[src/sv/ippe_pkg.sv]
package ippe_pkg;

  localparam int PAL_DEPTH = 256;
  localparam int IDX_W     = $clog2(PAL_DEPTH);
  localparam logic [8:0] PAL_LIMIT = 9'(PAL_DEPTH);

  localparam int ENTRY_W = 24;
  localparam int Q_DEPTH = 4;
  localparam int Q_PTR_W = $clog2(Q_DEPTH);
  localparam int Q_CNT_W = $clog2(Q_DEPTH + 1);

  localparam logic [7:0] HI_MASK = 8'hf0;
  localparam logic [7:0] LO_MASK = 8'h0f;

  typedef enum logic [1:0] {
    CMD_PACKED12 = 2'd0,
    CMD_RGB24    = 2'd1,
    CMD_PIXEL    = 2'd2,
    CMD_NONE     = 2'd3
  } cmd_e;

  typedef enum logic {
    REG_PIXEL_MODE = 1'b0,
    REG_ROW_WIDTH  = 1'b1
  } cfg_reg_e;

  typedef enum logic {
    Q_WRITE = 1'b0,
    Q_PIXEL = 1'b1
  } q_kind_e;

  typedef struct packed {
    logic [1:0]  command;
    logic [7:0]  palette_index;
    logic [23:0] entry_data;
    logic [7:0]  pixel_byte;
  } in_item_t;

  typedef struct packed {
    logic [7:0] red;
    logic [7:0] green;
    logic [7:0] blue;
    logic       end_of_row;
    logic       last;
  } out_item_t;

  // palette write: idx = entry, data = rgb (expanded if packed12); pixel: idx = pixel byte
  typedef struct packed {
    q_kind_e             kind;
    logic [7:0]          idx;
    logic [ENTRY_W-1:0]  data;
  } q_item_t;

  typedef struct packed {
    logic    valid;
    q_item_t item;
  } q_head_t;

  typedef struct packed {
    logic        pixel_mode;
    logic [15:0] row_width;
  } cfg_t;

endpackage

[src/sv/ippe_queue.sv]
module ippe_queue import ippe_pkg::*; (
  input  logic    clk_i,
  input  logic    rst_ni,
  input  logic    push_i,
  input  q_item_t push_item_i,
  input  logic    pop_i,
  output q_head_t head_o,
  output logic    full_o
);

  q_item_t              buf_q [Q_DEPTH];
  logic [Q_PTR_W-1:0]   wr_q, wr_d;
  logic [Q_PTR_W-1:0]   rd_q, rd_d;
  logic [Q_CNT_W-1:0]   cnt_q, cnt_d;
  logic                 do_pop;

  assign do_pop      = pop_i & (cnt_q != '0);
  assign full_o      = cnt_q == Q_CNT_W'(Q_DEPTH);
  assign head_o.valid = cnt_q != '0;
  assign head_o.item  = buf_q[rd_q];

  always_comb begin
    wr_d  = push_i ? wr_q + 1'b1 : wr_q;
    rd_d  = do_pop ? rd_q + 1'b1 : rd_q;
    cnt_d = cnt_q + Q_CNT_W'(push_i) - Q_CNT_W'(do_pop);
  end

  always_ff @(posedge clk_i) begin
    if (push_i) begin
      buf_q[wr_q] <= push_item_i;
    end
  end

  always_ff @(posedge clk_i or negedge rst_ni) begin
    if (!rst_ni) begin
      wr_q  <= '0;
      rd_q  <= '0;
      cnt_q <= '0;
    end else begin
      wr_q  <= wr_d;
      rd_q  <= rd_d;
      cnt_q <= cnt_d;
    end
  end

  a_cnt_range: assert property (@(posedge clk_i) disable iff (!rst_ni)
    cnt_q <= Q_CNT_W'(Q_DEPTH))
    else $error("queue count out of range");

  a_no_overflow: assert property (@(posedge clk_i) disable iff (!rst_ni)
    push_i |-> !full_o || do_pop)
    else $error("push into full queue");

  a_cnt_track: assert property (@(posedge clk_i) disable iff (!rst_ni)
    (push_i && !do_pop) |=> cnt_q == $past(cnt_q) + 1'b1)
    else $error("queue count lost a push");

endmodule

[config.mk]
export PLATFORM = sky130hd
export DESIGN_NAME = ippe_queue
export DESIGN_NICKNAME = d
export VERILOG_FILES = /design/src/sv/ippe_pkg.sv /design/src/sv/ippe_queue.sv
export SDC_FILE = /design/constraint.sdc
export NUM_CORES = 1
export LEC_CHECK = 0
export ABC_AREA = 1
export BUFFER_PORTS_ARGS = -buffer_cell sky130_fd_sc_hd__buf_4
export CAP_MARGIN = 20
export CORE_MARGIN = 2
export CORE_UTILIZATION = 55
export CTS_CLUSTER_DIAMETER = 120
export DETAILED_ROUTE_END_ITERATION = 16
export HOLD_SLACK_MARGIN = 0.03
export PLACE_DENSITY = 0.73
export SLEW_MARGIN = 20
export SYNTH_ARGS = -nofsm -noshare
export SYNTH_HDL_FRONTEND = slang
export SYNTH_SLANG_ARGS = --single-unit
export TNS_END_PERCENT = 5
[constraint.sdc]
create_clock -name clk_i -period 3 [get_ports clk_i]
set_clock_uncertainty 0.05 [all_clocks]
set_input_delay 0.3 -clock clk_i [delete_from_list [all_inputs] [get_ports clk_i]]
set_output_delay 0.3 -clock clk_i [all_outputs]
set_load 0.01 [all_outputs]
==> results.md, run 1 <==
- The flow ran to the end, and the final reports show no timing, DRC or antenna violations.
- The tree built by TritonCTS fans out to ~140 sinks.
- The height of the die is between 100 and 150 um.
- The global-route wire length before repair is roughly 18000 um.
- After floorplanning, the core was divided into 36 placement rows.
- The worst setup path is of the reg -> out kind.
- The worst setup path is launched from a register.
- Leaving out fill and tap cells, the most frequent cell in the layout is edfxtp_1.
- The cell count after synthesis came out at roughly 470.
- The number of max-capacitance violations reported is 0.
- The TritonCTS clock tree is yes.
- The top-level I/O count is 72.
- Tracing the worst setup path back leads to its startpoint at rd_q[0].
- The full die area is approximately 0.011 mm2.
- STA puts the critical path data required time at between 2 and 3 ns.
- The slew at the pin closest to its max-slew limit is around 0.64 ns.
- The sequential share of the synthesized area is 73.7%.
- The wire length after detailed routing is 11000 um.
- The number of global-route vias before repair came to 3638.
- The total number of yosys warnings is 0.
- Of the cells placed in the final design, the portion with a size suffix greater than 1 is 18.8%.
- The effective utilization at floorplan is 56.9%.
- The post-CTS repair timing setup buffer count is 0.
- The arrival time of the worst setup path is around 2.1 ns.
- The clock transition at the registers of the reported paths is ~0.06 ns.
- The initial antenna violation count is 0.
- The via density per instance is slightly above 5.
- Entering global routing, the biggest net connects 82 pins.
- The maximum vdd drop is between 0.6 and 0.7 mV.
- Counting along the longest clock path gives a buffer depth of 2.
- After legalization and detailed placement, the total HPWL measured 5960 um.
- The library cells used most frequently in the layout, excluding fill and tap cells, are edfxtp_1 (132), nand2_1 (115), buf_4 (78), nor2_1 (67), o21ai_0 (60).
- In this run the critical register-to-register path is launched from cnt_q[1].
- The final count of hold timing violations was 0.
- The horizontal die dimension is 105 um.
- The achievable frequency is about 0.4 GHz.
- The number of cells after detailed placement is approximately 660.
- Leaving out filler cells and counting taps, the final layout contains between 700 and 800.
- The remaining number of nets flagged by the antenna check after routing is 0.
- The cell with the largest stage delay on the worst path is dfrtp_2.
- The repair_antennas step left the layout with diodes totalling 0.
- Traced cell by cell, the critical path runs through inv_2 > o21ai_0 > nand2_1 > buf_4.
- The count of different cell masters after synthesis is 19.
- The post-route minimum period is roughly 2.5 ns.
- The headroom to the max-slew limit is 57.2%.
- After detailed routing, the average wire length per cell comes to roughly 15 um.
- Before antenna repair, the detailed router went through 5 iterations.
- Dividing the final minimum period by the clock period gives 81.8%.
- The final global-route overflow total is 0.
- The buffer cell driving the clock tree root is clkbuf_8.
- Setup violations remaining at the end of the flow were counted as 0.
- The leakage power of the design is 0.00295 uW.
- The congestion estimate from routability-driven global placement came to ~0.69.
- The worst hold slack is 0.0828 ns.
- A synthesized cell averages 11.9 um2.
- Port buffering added 71 buffers.
- The setup TNS is 0 ns.
- The biggest fanout along the worst timing path is 34.
- The detailed router finished its first iteration with 234 violations.
- The total power per unit cell area is 991 mW/mm2.
- When the netlist entered floorplanning its net count stood at 515.
- At the end of the flow, the number of nets in the layout was 627.
- The worst setup path is captured at an output pin.
- The standard cell core area is between 0.009 and 0.01 mm2.
- Setup repair after global routing left no endpoint under its margin.
- For this run, design rule violations remaining after detail routing come to 0.
- Global routing used 21.0% of the available tracks.
- The clock insertion delay at the later pin of the skew report is about 0.5 ns.
- The mapped cell area is 0.00562 mm2.
- The max-slew violation count is 0.
- The path class of the lowest-slack min-delay path is in -> async.
- The signed area change from the synthesized netlist to the final layout is 28.1%.
- The largest single stage delay on the critical path is roughly 0.56 ns.
- In this run, synthesis produced a sequential element count of roughly 140.
- The overall via count from detail_route is roughly 3700.
- The count of H-tree levels built during CTS is 4.
- The number of buffers inserted during clock tree synthesis is 17.
==> registers in the layout, summed over array words and instances, names as in the netlist <==
name,flops
rd_q,2
buf_q,132
cnt_q,3
wr_q,2
==> report_power, final <==
group / total (uW) / switching, uW / internal [uW]
clock: 2060 / 790 / 1270
sequential: 2700 / 149 / 2550
combinational: 2370 / 1450 / 923
==> Yosys cell counts, drive strengths merged <==
master / number / area share [%]
o21ai: 67 / 6.0
inv: 48 / 3.2
nand2: 115 / 7.7
xnor2: 1 / 0.16
clkbuf: 9 / 0.62
ha: 6 / 1.3
dfrtp: 7 / 3.1
edfxtp: 132 / 71
nand3: 2 / 0.18
nor2: 67 / 4.5
buf: 13 / 1.9
xor2: 2 / 0.31
fa: 1 / 0.36
nor3: 1 / 0.089
==> critical path: cells and delay by family, from the launching register on <==
kind	cells	cell delay, ns
and+or+nand+nor	1	0.14
buffers and inverters	2	0.68
DFF	1	0.56
AOI/OAI and AO/OA	1	0.20
==> path summary, 6_finish.rpt <==
kind	to	slack [ns]	depth (start not counted)
setup / recovery	head_o[20]	0.55	4
hold / removal	cnt_q[1]	0.08	2
setup reg to reg	cnt_q[2]	0.88	11
hold reg to reg	rd_q[1]	0.46	2
max in group asynchronous	rd_q[0]	2.68	2
min in group clk_i	rd_q[1]	0.46	2
==> layout make-up <==
| cell class | count | area (um2) |
|---|---|---|
| flip-flops and latches | 139 | 4140 |
| multi-input cells | 262 | 1150 |
| fillers | 629 | 2670 |
| well taps | 133 | 166 |
| clock inverters | 14 | 169 |
| inverters | 48 | 180 |
| repair buffers | 115 | 966 |
| clock buffers | 18 | 418 |
==> per-stage QoR <==
stage | instance area [um2] | util [%] | power [uW] | setup slack [ns]
2_1_floorplan | 5620 | - | 4150 | 0.969
4_1_cts | 7190 | 72.9 | 7160 | 0.511
3_5_place_dp | 6250 | 63.3 | 5060 | 0.919
5_1_grt | 7190 | 72.9 | 7570 | 0.329
3_3_place_gp | 6250 | 63.3 | 4980 | 0.969
6_report | 7190 | 72.9 | 7130 | 0.547
==> cells by family (layout without fill, tap and decap cells) <==
kind of cell             count (synthesis)  count (layout)  share of synthesized area (%)
AND/OR/NAND/NOR                        185             185                           12.4
buffers and inverters                   70             195                           5.73
flip-flops                             139             139                           73.7
XOR/XNOR                                 3               3                          0.468
adder cells (fa/ha/maj)                  7               7                           1.69
AO/OA/AOI/OAI                           67              67                           5.97
==> timing repair <==
item	CTS	global route
endpoints found under the hold margin	142	0
hold buffers	36	0
gates resized for setup	0	0
==> routing by layer <==
metal / GRT usage (%) / vias up / share of wire [%]
met3: 5.61 / 8 / 3.5
met2: 36.8 / 88 / 53
met4: 5.62 / 0 / 0.55
met1: 25.7 / 1787 / 43
met5: 0 / - / 0
li1: - / 1788 / -
(Power assumes the default switching activity.)
==> run 2, diff against run 1 <==
CORE_UTILIZATION = 52   (was 55)
clock period = 2.1 ns   (was 3 ns; I/O delays follow)
==> results.md, run 2 (synthesis gave the netlist of run 1 again) <==
- The die is about 110 um wide.
- Data on the critical path is required at its endpoint by 2.45 ns.
- The number of max-capacitance violations reported is 0.
- In this run the deepest clock path goes through 2 buffers.
- The hold path startpoint is push_item_i[13].
- Buffers inserted during clock tree synthesis total 17.
- Clock-pin slew was measured on the worst setup and hold paths at around 0.060 ns.
- The final count of hold timing violations is 0.
- The initial antenna violation count is 0.
- The total buffers and inverters traversed by the critical path is 2.
- The max-slew violation count was 0.
- After detailed routing, the average wire length per cell comes to between 10 and 15 um.
- The effective utilization at floorplan is 53.9%.
- The library cell appearing most often on the critical path is nand2_1.
- The standard cell core area is between 0.01 and 0.015 mm2.
- The number of buffers added on ports is between 70 and 80.
- In this run the clock root is driven by a clkbuf_8.
- The minimum setup slack among reg-to-reg paths is about 0.083 ns.
- The post-route minimum period is between 2 and 2.5 ns.
- Hold is met by between 0.3 and 0.4 ns.
- The cell with the largest stage delay on the worst path is dfrtp_1.
- The fraction of final layout cells sized beyond drive strength 1 is 19.7%.
- The internal power of the cells totals 7260 uW.
- The library cells used most frequently in the layout, excluding fill and tap cells, are edfxtp_1 (132), nand2_1 (114), buf_4 (82), nor2_1 (67), o21ai_0 (58).
- The largest registers in the layout are buf_q x132, cnt_q x3.
- Clock latency on the worst-skew pair, taken at its later pin, is ~0.5 ns.
- The worst setup path is captured at a register.
- Of the total power, registers draw around 36%.
- The signal on the critical path passes through nor2_1 > nand2_1 > nand2_1 > inv_1 > ha_1 > inv_1 > ha_1 > fa_2 > xnor2_2 > nand2_1 > nand2_1.
- The global-route wire length before repair is about 17000 um.
- The final global-route overflow total is 0.
- The full die area is approximately 0.012 mm2.
- The combinational cell fraction of total power is between 30% and 40%.
- Headroom to the max-slew limit came out at about three quarters.
- CTS saw approximately 140 sinks.
- Power spread over the standard cell area amounts to approximately 1400 mW/mm2.
- The reg-to-reg startpoint is cnt_q[1].
- The number of diodes is 0.
- The path class of the tightest hold or removal check is in -> reg.
- The first-iteration detailed-routing DRC count is about 240.
- The worst setup path is launched from a register.
- Detailed placement finished with a half-perimeter wire length of between 6000 and 7000 um.
- The leakage power of the design is ~0.0030 uW.
- The worst hold path was traced through 2 stages.
- The wire length after detailed routing is roughly 11000 um.
- The clock network fraction of design power is approximately 30%.
- At the pin with the least slew margin, the transition time is approximately 0.35 ns.
- The signed area change from the synthesized netlist to the final layout is 31.3%.
- The flip-flop count of the largest register, all copies and words added is between 100 and 150.
- The achievable frequency is just under 0.5 GHz.
- Of the available clock period, the critical path in the final layout requires 96.1%.
- In this run the power spent charging and discharging nets is around 3300 uW.
- The overall via count from detail_route is 3637.
- In the routed layout, each cell is associated on average with a via count of 4.91.
- The worst register-to-register path has a depth of 11.
- Of all nets on the critical path, the largest fanout is 4.
- The die is roughly 110 um tall.
- The remaining number of nets flagged by the antenna check after routing is 0.
- The top-level I/O count is 72.
- The endpoint of the most critical register-to-register path is cnt_q[2].
- The run finished with clean final reports.
- For this run, design rule violations remaining after detail routing come to 0.
- The leading cell type in the layout, fill and taps excluded is edfxtp_1.
- The number of global-route vias before repair is ~3600.
- The count of final setup violators is 0.
- The net switching share of the total power is roughly a third.
- The TritonCTS clock tree is yes.
- The path with the worst hold slack has its endpoint at buf_q[0][13].
- After the last flow step, the layout net total stands at around 640.
- For this run, the total global-route usage over all layers was measured as between 10% and 20%.
- The H-tree generated during clock tree synthesis spans 4 levels.
- The largest single stage delay on the critical path is 0.40 ns.
- The pin count of the biggest net entering global routing is 66.
- buf_q holds more flip-flops than any other register.
- Cells fill 70.8% of the core in the end.
- The critical path in this run is classified as reg -> reg.
- The number of placement rows is 37.
- IR analysis of the VDD net gives a maximum drop of roughly 0.7 mV.
- STA puts the critical path data arrival time at approximately 2.4 ns.
- The total power is roughly 11000 uW.
- Across all setup checks in the final design, the least slack found is 0.0826 ns.
- The weighted congestion at the end of routability-driven global placement is 0.744.
- The post-place setup slack is 0.0551 ns.
- Setup repair after global routing could not meet its margin everywhere.
- The detailed-routing iteration count for the pre-antenna-repair pass is 4.
- The cell family contributing the most delay on the critical path is adder cells.
run 2: area by class of cell:
type | instances | area [um2]
flip-flops and latches | 139 | 4140
fillers | 721 | 3050
multi-input cells | 262 | 1170
repair buffers | 124 | 1070
clock buffers | 18 | 418
clock inverters | 14 | 224
inverters | 48 | 183
well taps | 136 | 170
run 2: worst max-delay path by stage:
stage                       to  slack (ns)      from  depth (start not counted)
finish                cnt_q[2]        0.08  cnt_q[1]                         11
global route          cnt_q[2]       -0.04  cnt_q[1]                         11
CTS                 head_o[16]        0.01   rd_q[0]                          5
detailed placement    cnt_q[2]        0.06  cnt_q[1]                         11
global placement      cnt_q[2]        0.14  cnt_q[1]                         11
floorplan             cnt_q[2]        0.07  cnt_q[1]                         11
run 2: stage by stage:
| stage | TNS (ns) | std cells | cell area [um2] |
|---|---|---|---|
| 6_report | 0 | 741 | 7370 |
| 5_1_grt | -0.0507 | 741 | 7370 |
| 4_1_cts | 0 | 739 | 7340 |
| 3_5_place_dp | 0 | 670 | 6320 |
| 3_3_place_gp | 0 | 670 | 6320 |
| 2_1_floorplan | 0 | 471 | 5620 |
run 2: what timing repair did:
| item | in CTS | in global routing |
|---|---|---|
| hold buffers | 37 | 0 |
| hold endpoints to repair | 144 | 0 |
| resized for setup | 1 | 8 |
| pin swaps | 1 | 0 |
| endpoints found under the setup margin | 1 | 19 |
| buffers inserted | 0 | 2 |
run 2: power groups by stage:
| stage | clock network, uW | logic [uW] | registers [uW] |
|---|---|---|---|
| after floorplan | 0 | 2110 | 3820 |
| after global placement | 0 | 3350 | 3830 |
| after detailed placement | 0 | 3470 | 3860 |
| after CTS | 3260 | 3560 | 3810 |
| after global routing | 3350 | 4010 | 3850 |
| final | 3210 | 3580 | 3810 |
run 2: layer usage:
metal	GRT usage, %	up-vias	share of wire (%)
met5	0	-	0
met1	23.5	1736	43
li1	-	1815	-
met4	7.60	0	0.91
met3	5.57	7	4.2
met2	34.8	79	52
