--- src/sv/ippe_pkg.sv ---
package ippe_pkg;

  localparam int PAL_DEPTH = 256;
  localparam int IDX_W     = $clog2(PAL_DEPTH);
  localparam logic [8:0] PAL_LIMIT = 9'(PAL_DEPTH);

  localparam int ENTRY_W = 24;
  localparam int Q_DEPTH = 4;
  localparam int Q_PTR_W = $clog2(Q_DEPTH);
  localparam int Q_CNT_W = $clog2(Q_DEPTH + 1);

  localparam logic [7:0] HI_MASK = 8'hf0;
  localparam logic [7:0] LO_MASK = 8'h0f;

  typedef enum logic [1:0] {
    CMD_PACKED12 = 2'd0,
    CMD_RGB24    = 2'd1,
    CMD_PIXEL    = 2'd2,
    CMD_NONE     = 2'd3
  } cmd_e;

  typedef enum logic {
    REG_PIXEL_MODE = 1'b0,
    REG_ROW_WIDTH  = 1'b1
  } cfg_reg_e;

  typedef enum logic {
    Q_WRITE = 1'b0,
    Q_PIXEL = 1'b1
  } q_kind_e;

  typedef struct packed {
    logic [1:0]  command;
    logic [7:0]  palette_index;
    logic [23:0] entry_data;
    logic [7:0]  pixel_byte;
  } in_item_t;

  typedef struct packed {
    logic [7:0] red;
    logic [7:0] green;
    logic [7:0] blue;
    logic       end_of_row;
    logic       last;
  } out_item_t;

  // palette write: idx = entry, data = rgb (expanded if packed12); pixel: idx = pixel byte
  typedef struct packed {
    q_kind_e             kind;
    logic [7:0]          idx;
    logic [ENTRY_W-1:0]  data;
  } q_item_t;

  typedef struct packed {
    logic    valid;
    q_item_t item;
  } q_head_t;

  typedef struct packed {
    logic        pixel_mode;
    logic [15:0] row_width;
  } cfg_t;

endpackage

--- src/sv/ippe_front.sv ---
module ippe_front import ippe_pkg::*; (
  input  logic     in_valid_i,
  input  in_item_t in_data_i,
  input  logic     q_full_i,
  output logic     in_stall_o,
  output logic     push_o,
  output q_item_t  push_item_o
);

  logic [7:0] b0;
  logic [7:0] b1;
  logic [7:0] red_n;
  logic [7:0] grn_n;
  logic [7:0] blu_n;
  logic       idx_ok;
  logic       keep;

  always_comb begin
    b0     = in_data_i.entry_data[7:0];
    b1     = in_data_i.entry_data[15:8] & LO_MASK;
    red_n  = b0 & HI_MASK;
    grn_n  = {b1[3:0], 4'h0};
    blu_n  = {b0[3:0], 4'h0};
    idx_ok = {1'b0, in_data_i.palette_index} < PAL_LIMIT;

    push_item_o.kind = Q_WRITE;
    push_item_o.idx  = in_data_i.palette_index;
    push_item_o.data = in_data_i.entry_data;
    keep             = 1'b0;

    case (cmd_e'(in_data_i.command))
      CMD_PACKED12: begin
        push_item_o.data = {red_n, grn_n, blu_n};
        keep             = idx_ok;
      end
      CMD_RGB24: begin
        keep = idx_ok;
      end
      CMD_PIXEL: begin
        push_item_o.kind = Q_PIXEL;
        push_item_o.idx  = in_data_i.pixel_byte;
        keep             = 1'b1;
      end
      default: begin
        keep = 1'b0;
      end
    endcase
  end

  assign in_stall_o = q_full_i;
  assign push_o     = in_valid_i & ~q_full_i & keep;

endmodule

--- config.mk ---
export PLATFORM = sky130hd
export DESIGN_NAME = ippe_front
export DESIGN_NICKNAME = d
export VERILOG_FILES = /design/src/sv/ippe_pkg.sv /design/src/sv/ippe_front.sv
export SDC_FILE = /design/constraint.sdc
export NUM_CORES = 1
export LEC_CHECK = 0
export BUFFER_PORTS_ARGS = -buffer_cell sky130_fd_sc_hd__buf_4
export CORE_MARGIN = 8
export CORE_UTILIZATION = 30
export DETAILED_ROUTE_END_ITERATION = 10
export GPL_TIMING_DRIVEN = 0
export PLACE_DENSITY = 0.93
export SLEW_MARGIN = 20
export SYNTH_ARGS = -nofsm -noshare
export SYNTH_HDL_FRONTEND = slang
export SYNTH_SLANG_ARGS = --single-unit
--- constraint.sdc ---
create_clock -name vclk -period 1.4
set_input_delay 0 -clock vclk [all_inputs]
set_output_delay 0 -clock vclk [all_outputs]
set_load 0.03 [all_outputs]
==> results of run 1 <==
cell type report:
class | instances | area (um^2) | area share [%]
Buffer | 4 | 35.03 | 3.373
Inverter | 1 | 3.754 | 0.3614
Multi-Input combinational cell | 35 | 387.9 | 37.35
Tap cell | 15 | 18.77 | 1.807
Timing Repair Buffer | 79 | 593.1 | 57.11
placed cells by master, fill, tap and decap left out:
cell / netlist / final
a211oi_1: 1 / 1
buf_2: 1 / 1
buf_4: 1 / 80
buf_6: 2 / 2
inv_1: 1 / 1
mux2_2: 4 / 4
mux2_4: 16 / 16
nor2_4: 1 / 1
nor2b_1: 12 / 12
nor2b_2: 1 / 1
worst paths after layout:
check	start	endpoint	cells past startpoint
setup / recovery	in_data_i[41]	push_item_o[7]	5
hold / removal	q_full_i	push_o	3
report_power, final:
part / switching (W) / internal [W] / leakage (nW)
Combinational: 0.000247 / 0.000248 / 0.581
Clock: 0 / 0 / 0
Sequential: 0 / 0 / 0
Total: 0.000247 / 0.000248 / 0.581
critical path, cell delays in order:
cell and delay, ns:
buf_4 0.13, nor2_4 0.19, buf_6 0.20, mux2_4 0.31, buf_4 0.17
metrics by stage:
stage          area (um^2)  setup WS, ns
2_1_floorplan        426.7        0.6099
3_3_place_gp          1039        0.4121
6_report              1039        0.3988
5_1_grt               1039        0.3380
4_1_cts               1039        0.3805
3_5_place_dp          1039        0.3805
cell families (layout without fill, tap and decap cells):
family | Yosys count | after routing | synth area share (%)
AOI/OAI and AO/OA | 1 | 1 | 1.760
and+or+nand+nor | 14 | 14 | 22.29
muxes | 20 | 20 | 66.86
buffers and inverters | 5 | 84 | 9.089
routing by layer:
metal	wire (um)	vias up	track usage, %
li1	-	297	-
met3	476	2	9.366
met5	0	-	0
met2	1294	50	33.01
met1	811	288	15.87
met4	13	0	0.8403
==> impl_summary.log, run 1 <==
INFO  metric static-leakage-power = approximately 0.58 nW
INFO  metric synthDistinctLibCells = 10
INFO  metric layout_worst_path_cycle_share = 71.52%
INFO  metric antenna_left = 0
INFO  metric diodes = 0
INFO  metric fill_cells = 93
INFO  metric num_vias = 637
INFO  metric syn_area_per_cell = ~11 um^2
INFO  metric totalNegativeSetupSlack = 0 ns
INFO  metric finalMaxSlewViolations = 0
INFO  metric postCtsSetupRepairBufs = 0
INFO  metric start_util = 32.38%
INFO  metric detailed_route_drc_error_count = 0
INFO  metric mappedNetlistNets = between 80 and 90
INFO  metric period_needed = 1.001 ns
INFO  metric globalRoute.totalOverflow = 0
INFO  metric synth_area_leaders = mux2_4, nor2b_1, mux2_2
INFO  metric holdBufCountCts = 0
INFO  metric max_cap_violations = 0
INFO  metric placement_rows = 13
INFO  metric worstPathRequired = around 1.4 ns
INFO  metric unrepaired_setup_endpoints_after_global_routing = no
INFO  metric tightest_slew = 0.1878 ns
INFO  metric worst-setup-path-type = primary input to output pin
INFO  metric worst_hold_slack = about 0.28 ns
INFO  metric post-place-cells = about 130
INFO  metric power = 0.0004946 W
INFO  metric post_drt_via_cell_ratio = 4.754
INFO  metric vdd.ir_drop.worst = between 0.0002 and 0.0003 V
INFO  metric hpwlAfterDp = 2.395 mm
INFO  metric avgRoutedWirePerCell = roughly 19 um
INFO  metric synth.yosys.seq_area_share = 0%
INFO  metric synth.largest_area_cell = mux2_4
INFO  metric io_pins = 79
INFO  metric post-synth-top-count-cell = mux2_4
INFO  metric finalSetupViolCount = 0
INFO  metric core_area = 0.001318 mm^2
INFO  metric layoutNonFillerInstCount = 134
INFO  metric report.final.hold_viol_count = 0
INFO  metric first_iter_violations = 2
INFO  metric final_core_utilization = approximately four fifths
INFO  metric final_net_count = about 170
INFO  metric groute.usage.overall = 17.01%
INFO  metric dieArea = slightly below 0.003 mm^2
INFO  metric syn_to_final_growth = 143.4%
INFO  metric die_h = between 50 and 60 um
INFO  metric register_area = 0 um^2
INFO  metric timing.fmax = around 1 GHz
INFO  metric cts_resized = 0
INFO  metric endpoint_kind = output pin
INFO  metric worst_slew_margin_rel = roughly 87%
INFO  metric ys_warn_count = 0
INFO  metric post-synth-top-area-fraction = 56.30%
INFO  metric largest_net_degree_at_the_start_of_global_routing = 11
INFO  metric cp_data_arrival_time = 1.00 ns
INFO  metric via_count_of_the_first_global_routing_pass = slightly below 700
INFO  metric grt_antenna_before_repair = 0
INFO  metric run_status = finished clean
INFO  metric numSequentialCells = 0
INFO  metric total_iterations_of_the_first_detailed_routing_run = 2
INFO  metric drive_above_1_share = between 80 and 90%
INFO  metric hold_class = primary input to output pin
INFO  metric port_buffers = 79
INFO  metric postRouteWirelength = 2.595 mm
INFO  metric num-clock-buffers = 0
INFO  metric post_synth_most_frequent_cells = mux2_4, nor2b_1, mux2_2
INFO  metric globalplace.congestion = approximately 0.78
INFO  metric syn_inst_count = 40
INFO  metric mappedNetlistArea = about 430 um^2
INFO  metric cp-start-kind = primary input
INFO  metric worst-path-max-fanout = 10
INFO  metric grt_first_pass_wirelength = ~3.7 mm
INFO  metric power_density = ~480 mW/mm^2
INFO  metric die_width = ~54 um
Power figures use the tool's default switching activity.
==> inputs of run 2 (changes only) <==
CORE_UTILIZATION = 27   (was 30)
PLACE_DENSITY = 0.85   (was 0.93)
clock period = 1 ns   (was 1.4 ns; I/O delays follow)
==> run 2 against run 1 <==
Critical path depth is the same. Sequential share of layout area did not move. Die area is 7.7% higher. Utilization down 7.7 points. Final area is 1.9% higher. Critical path type unchanged.
==> impl_summary.log, run 2 (synthesized netlist as in run 1, its figures left out) <==
INFO  metric num_vias = 630 (was 637)
INFO  metric cp_slowest_stage_delay = 0.31 ns (about the same)
INFO  metric finalMaxSlewViolations = 0 (unchanged)
INFO  metric final_net_count = 167 (was 165)
INFO  metric cpMostUsedCell = buf_4 (unchanged)
INFO  metric largest_net_degree_at_the_start_of_global_routing = 11 (unchanged)
INFO  metric dieArea = 0.003108 mm^2 (was 0.002885 mm^2)
INFO  metric groute.usage.overall = 13.63% (was 17.01%)
INFO  metric layout_worst_path_cycle_share = 95.00%
INFO  metric total_iterations_of_the_first_detailed_routing_run = 2 (unchanged)
INFO  metric start_util = 28.66% (was 32.38%)
INFO  metric placement_rows = 14 (was 13)
INFO  metric period_needed = ~0.95 ns
INFO  metric detailed_route_drc_error_count = 0 (unchanged)
INFO  metric via_count_of_the_first_global_routing_pass = 694 (was 682)
INFO  metric cp_data_arrival_time = 0.95 ns (was 1.00 ns)
INFO  metric final_core_utilization = 71.09% (was 78.82%)
INFO  metric critical_path_buf_inv_count = 3 (unchanged)
INFO  metric antenna_left = 0 (unchanged)
INFO  metric io_pins = 79 (unchanged)
INFO  metric port_buffers = 79 (unchanged)
INFO  metric syn_to_final_growth = 148.1% (was 143.4%)
INFO  metric grt_first_pass_wirelength = 3.601 mm (was 3.719 mm)
INFO  metric placed_area = 0.001040 mm^2 (was 0.001039 mm^2)
INFO  metric postRouteWirelength = 2.361 mm (was 2.595 mm)
INFO  metric drive_above_1_share = 88.43% (was 88.24%)
INFO  metric finalInstanceArea = 0.001059 mm^2 (was 0.001039 mm^2)
INFO  metric worst-path-max-fanout = 10 (unchanged)
INFO  metric die_h = 55.75 um (was 53.71 um)
INFO  metric holdBufCountCts = 0 (unchanged)
INFO  metric critical-path-slowest-cell = mux2_4 (unchanged)
INFO  metric report.final.hold_viol_count = 0 (unchanged)
INFO  metric layout_commonest_cell = buf_4 (unchanged)
INFO  metric max_cap_violations = 0 (unchanged)
INFO  metric post_drt_via_cell_ratio = 4.599 (was 4.754)
INFO  metric endpoint_kind = output pin (unchanged)
INFO  metric run_status = finished clean (unchanged)
INFO  metric tightest_slew = 0.1759 ns (was 0.1878 ns)
INFO  metric hold_class = primary input to output pin (unchanged)
INFO  metric grt_antenna_before_repair = 0 (unchanged)
INFO  metric power_density = 658.2 mW/mm^2 (was 476.3 mW/mm^2)
INFO  metric globalplace.congestion = 0.7155 (was 0.7794)
INFO  metric worstPathRequired = 1.00 ns (was 1.40 ns)
INFO  metric diodes = 0 (unchanged)
INFO  metric cp-start-kind = primary input (unchanged)
INFO  metric unrepaired_setup_endpoints_after_global_routing = no (unchanged)
INFO  metric die_width = 55.75 um (was 53.71 um)
INFO  metric worst-setup-path-type = primary input to output pin (unchanged)
INFO  metric worst_slew_margin_rel = 88.20% (was 87.45%)
INFO  metric timing.fmax = around 1.1 GHz
INFO  metric static-leakage-power = 0.5921 nW (was 0.5806 nW)
INFO  metric num-clock-buffers = 0 (unchanged)
INFO  metric power = 0.0006968 W (was 0.0004946 W)
INFO  metric core_area = 0.001489 mm^2 (was 0.001318 mm^2)
INFO  metric register_area = 0 um^2 (unchanged)
INFO  metric totalNegativeSetupSlack = 0 ns (unchanged)
INFO  metric cpLargestDelayFamily = buffers and inverters (unchanged)
INFO  metric finalSetupViolCount = 0 (unchanged)
INFO  metric avgRoutedWirePerCell = 17.23 um (was 19.37 um)
INFO  metric first_iter_violations = 3 (was 2)
INFO  metric layout.cells.most_common_list = buf_4, mux2_4, nor2b_1 (unchanged)
INFO  metric numSequentialCells = 0 (unchanged)
INFO  metric vdd.ir_drop.worst = 0.0004294 V (was 0.0002612 V)
INFO  metric globalRoute.totalOverflow = 0 (unchanged)
INFO  metric cp_cell_sequence = buf_4 -> nor2_4 -> buf_8 -> mux2_4 -> buf_4 (was buf_4 -> nor2_4 -> buf_6 -> mux2_4 -> buf_4)
INFO  metric worst_hold_slack = 0.2802 ns (was 0.2760 ns)
INFO  metric hpwlAfterDp = 2.100 mm (was 2.395 mm)
==> run 2: cell count changes in the layout (fill, tap and decap cells not counted) <==
cell and delta:
buf_4 +2, buf_6 -1, buf_8 +1
==> run 2: worst min-delay path, delay by kind of cell <==
family                 cells  cell delay, ns
buffers and inverters      2            0.25
AOI/OAI and AO/OA          1            0.03
==> run 2: layout make-up <==
cell class | count | area [um^2]
Tap cell | 16 | 20.02
Buffer | 4 | 38.79
Fill cell | 125 | 430.4
Inverter | 1 | 3.754
Timing Repair Buffer | 81 | 608.1
Multi-Input combinational cell | 35 | 387.9
==> run 2: worst paths after layout <==
kind	from	to	slack (ns)	cells after the start
worst max-delay path	in_data_i[40]	push_item_o[7]	0.05	5
worst min-delay path	q_full_i	push_o	0.28	3
==> run 2: layer usage <==
metal	share of wire [%]	track usage, %	up-vias
met5	0	0	-
met4	0	0	0
met3	11	4.795	0
met2	55	26.76	45
met1	34	14.03	285
li1	-	-	300
==> run 2: report_power, final <==
part / switching, W / internal, W
clock: 0 / 0
sequential: 0 / 0
combinational: 0.000343 / 0.000353
total: 0.000343 / 0.000353
==> run 2: timing repair <==
action / 4_1_cts / 5_1_grt
endpoints found under the setup margin: 0 / 8
setup buffers: 0 / 2
gates resized for setup: 0 / 1
==> run 2: metrics by stage <==
step / setup WS [ns] / instances
final: 0.05002 / 137
after global routing: 0.008146 / 137
after CTS: 0.003176 / 135
after detailed placement: 0.005602 / 135
after global placement: 0.01126 / 135
after floorplan: 0.2099 / 40
==> inputs of run 3 (changes only) <==
--- a/config.mk
+++ b/config.mk
@@ -7,5 +7,5 @@
 export LEC_CHECK = 0
 export BUFFER_PORTS_ARGS = -buffer_cell sky130_fd_sc_hd__buf_4
-export CORE_MARGIN = 8
+export CORE_MARGIN = 2
 export CORE_UTILIZATION = 27
 export DETAILED_ROUTE_END_ITERATION = 10
==> constraint.sdc (replaced) <==
create_clock -name vclk -period 1
set_input_delay 0 -clock vclk [all_inputs]
set_output_delay 0 -clock vclk [all_outputs]
set_load 0.05 [all_outputs]
==> run 3 against run 2 <==
Wire length is 29% lower. Hold slack better by 0.013 ns. Power is 22% higher. Worst setup slack better by 0.022 ns. Final area is 0.47% higher. First-iteration DRC count is 100% lower. Die area is 38% lower. Critical path depth stayed put. Global-route usage is 2.1 points higher. Critical path type unchanged. Critical endpoint is now push_item_o[28]. Largest cell class unchanged.
==> impl_summary.log, run 3 (synthesized netlist as in run 1, its figures left out) <==
INFO  metric port_buffers = 79 (unchanged)
INFO  metric postRouteWirelength = 1.672 mm (was 2.361 mm)
INFO  metric core_area = 0.001489 mm^2 (unchanged)
INFO  metric layout_worst_path_cycle_share = 92.77% (was 95.00%)
INFO  metric p_clk_share = 0% (about the same)
INFO  metric timing.fmax = 1.078 GHz (was 1.053 GHz)
INFO  metric globalRoute.totalOverflow = 0 (unchanged)
INFO  metric grt_antenna_before_repair = 0 (unchanged)
INFO  metric p_sw_share = 57.89% (was 49.29%)
INFO  metric antenna_left = 0 (unchanged)
INFO  metric globalplace.congestion = 0.7087 (was 0.7155)
INFO  metric layout_commonest_cell = buf_4 (unchanged)
INFO  metric groute.usage.overall = 15.76% (was 13.63%)
INFO  metric static-leakage-power = 0.5930 nW (was 0.5921 nW)
INFO  metric worst-path-max-fanout = 9 (was 10)
INFO  metric hold_class = primary input to output pin (unchanged)
INFO  metric power_frac_comb = 100.0% (about the same)
INFO  metric die_width = 43.75 um (was 55.75 um)
INFO  metric crit_path_start = in_data_i[41] (was in_data_i[40])
INFO  metric period_needed = 0.9277 ns (was 0.9500 ns)
INFO  metric layout.cells.most_common_list = buf_4, mux2_4, nor2b_1 (unchanged)
INFO  metric syn_to_final_growth = 149.3% (was 148.1%)
INFO  metric tightest_slew = 0.1700 ns (was 0.1759 ns)
INFO  metric vdd.ir_drop.worst = 0.0004247 V (was 0.0004294 V)
INFO  metric via_count_of_the_first_global_routing_pass = 547 (was 694)
INFO  metric io_pins = 79 (unchanged)
INFO  metric placement_rows = 14 (unchanged)
INFO  metric endpoint_kind = output pin (unchanged)
INFO  metric post_drt_via_cell_ratio = 4.248 (was 4.599)
INFO  metric avgRoutedWirePerCell = 12.20 um (was 17.23 um)
INFO  metric numSequentialCells = 0 (unchanged)
INFO  metric worst_slew_margin_rel = 88.67% (was 88.20%)
INFO  metric final_net_count = 167 (unchanged)
INFO  metric finalMaxSlewViolations = 0 (unchanged)
INFO  metric power_density = 796.7 mW/mm^2 (was 658.2 mW/mm^2)
INFO  metric grt_first_pass_wirelength = 2.415 mm (was 3.601 mm)
INFO  metric start_util = 28.66% (unchanged)
INFO  metric dieArea = 0.001914 mm^2 (was 0.003108 mm^2)
INFO  metric cp_data_arrival_time = 0.93 ns (was 0.95 ns)
INFO  metric internal_power = 0.0003568 W (was 0.0003533 W)
INFO  metric register_area = 0 um^2 (unchanged)
INFO  metric detailed_route_drc_error_count = 0 (unchanged)
INFO  metric cp-start-kind = primary input (unchanged)
INFO  metric num-clock-buffers = 0 (unchanged)
INFO  metric total_iterations_of_the_first_detailed_routing_run = 1 (was 2)
INFO  metric worst-setup-path-type = primary input to output pin (unchanged)
INFO  metric drive_above_1_share = 89.26% (was 88.43%)
INFO  metric p_switching = 0.0004905 W (was 0.0003435 W)
INFO  metric num_vias = 582 (was 630)
INFO  metric largest_net_degree_at_the_start_of_global_routing = 11 (unchanged)
INFO  metric hpwlAfterDp = 1.524 mm (was 2.100 mm)
INFO  metric finalSetupViolCount = 0 (unchanged)
INFO  metric diodes = 0 (unchanged)
INFO  metric first_iter_violations = 0 (was 3)
INFO  metric run_status = finished clean (unchanged)
INFO  metric hold_path.startpoint = q_full_i (unchanged)
INFO  metric unrepaired_setup_endpoints_after_global_routing = no (unchanged)
INFO  metric max_cap_violations = 0 (unchanged)
INFO  metric final_core_utilization = 71.43% (was 71.09%)
INFO  metric totalNegativeSetupSlack = 0 ns (unchanged)
INFO  metric report.final.hold_viol_count = 0 (unchanged)
INFO  metric worstPathRequired = 1.00 ns (about the same)
INFO  metric die_h = 43.75 um (was 55.75 um)
INFO  metric share_seq_of_total_power = 0% (about the same)
==> run 3: changes by cell type in the layout (fill, tap and decap cells not counted) <==
| cell | change |
|---|---|
| a211oi_1 | -1 |
| a211oi_2 | +1 |
==> run 3: repair_timing <==
item,4_1_cts,5_1_grt
hold buffers,0,0
resized for setup,1,0
endpoints found under the setup margin,8,0
buffers inserted,2,0
==> run 3: power groups by stage <==
| stage | Clock, W | Combinational [W] | Sequential [W] |
|---|---|---|---|
| after floorplan | 0 | 0.000541 | 0 |
| after detailed placement | 0 | 0.000846 | 0 |
| after CTS | 0 | 0.000854 | 0 |
| after global routing | 0 | 0.000878 | 0 |
| final | 0 | 0.000847 | 0 |
| after global placement | 0 | 0.000836 | 0 |
==> run 3: final timing paths <==
kind	endpoint	depth (start not counted)
setup / recovery	push_item_o[28]	5
hold / removal	push_o	3
==> run 3: final cells by class <==
type                            count  area [um^2]
Tap cell                           16        20.02
Buffer                              4        38.79
Inverter                            1        3.754
Fill cell                         129        425.4
Timing Repair Buffer               81        608.1
Multi-Input combinational cell     35        392.9
==> run 3: per-layer routing <==
| metal | vias up | GRT usage (%) | part of all wire, % |
|---|---|---|---|
| met5 | - | 0 | 0 |
| met4 | 0 | 0 | 0 |
| met3 | 0 | 0.8333 | 7.6 |
| met2 | 35 | 34.71 | 60 |
| met1 | 248 | 16.50 | 33 |
| li1 | 299 | - | - |
==> run 3: through the flow <==
stage	std cells	hold slack (ns)	power (W)	setup slack (ns)	instance area (um^2)
floorplan	40	0.09196	0.0005411	0.09856	431.7
global placement	135	0.2926	0.0008362	-0.01150	1045
detailed placement	135	0.2944	0.0008458	-0.02662	1045
CTS	137	0.2951	0.0008542	0.06513	1064
global route	137	0.3006	0.0008781	0.03740	1064
finish	137	0.2935	0.0008473	0.07228	1064
==> run 3: critical path: stages <==
cell     delay, ns
buf_4         0.11
nor2b_2       0.15
buf_6         0.17
mux2_4        0.31
buf_4         0.19
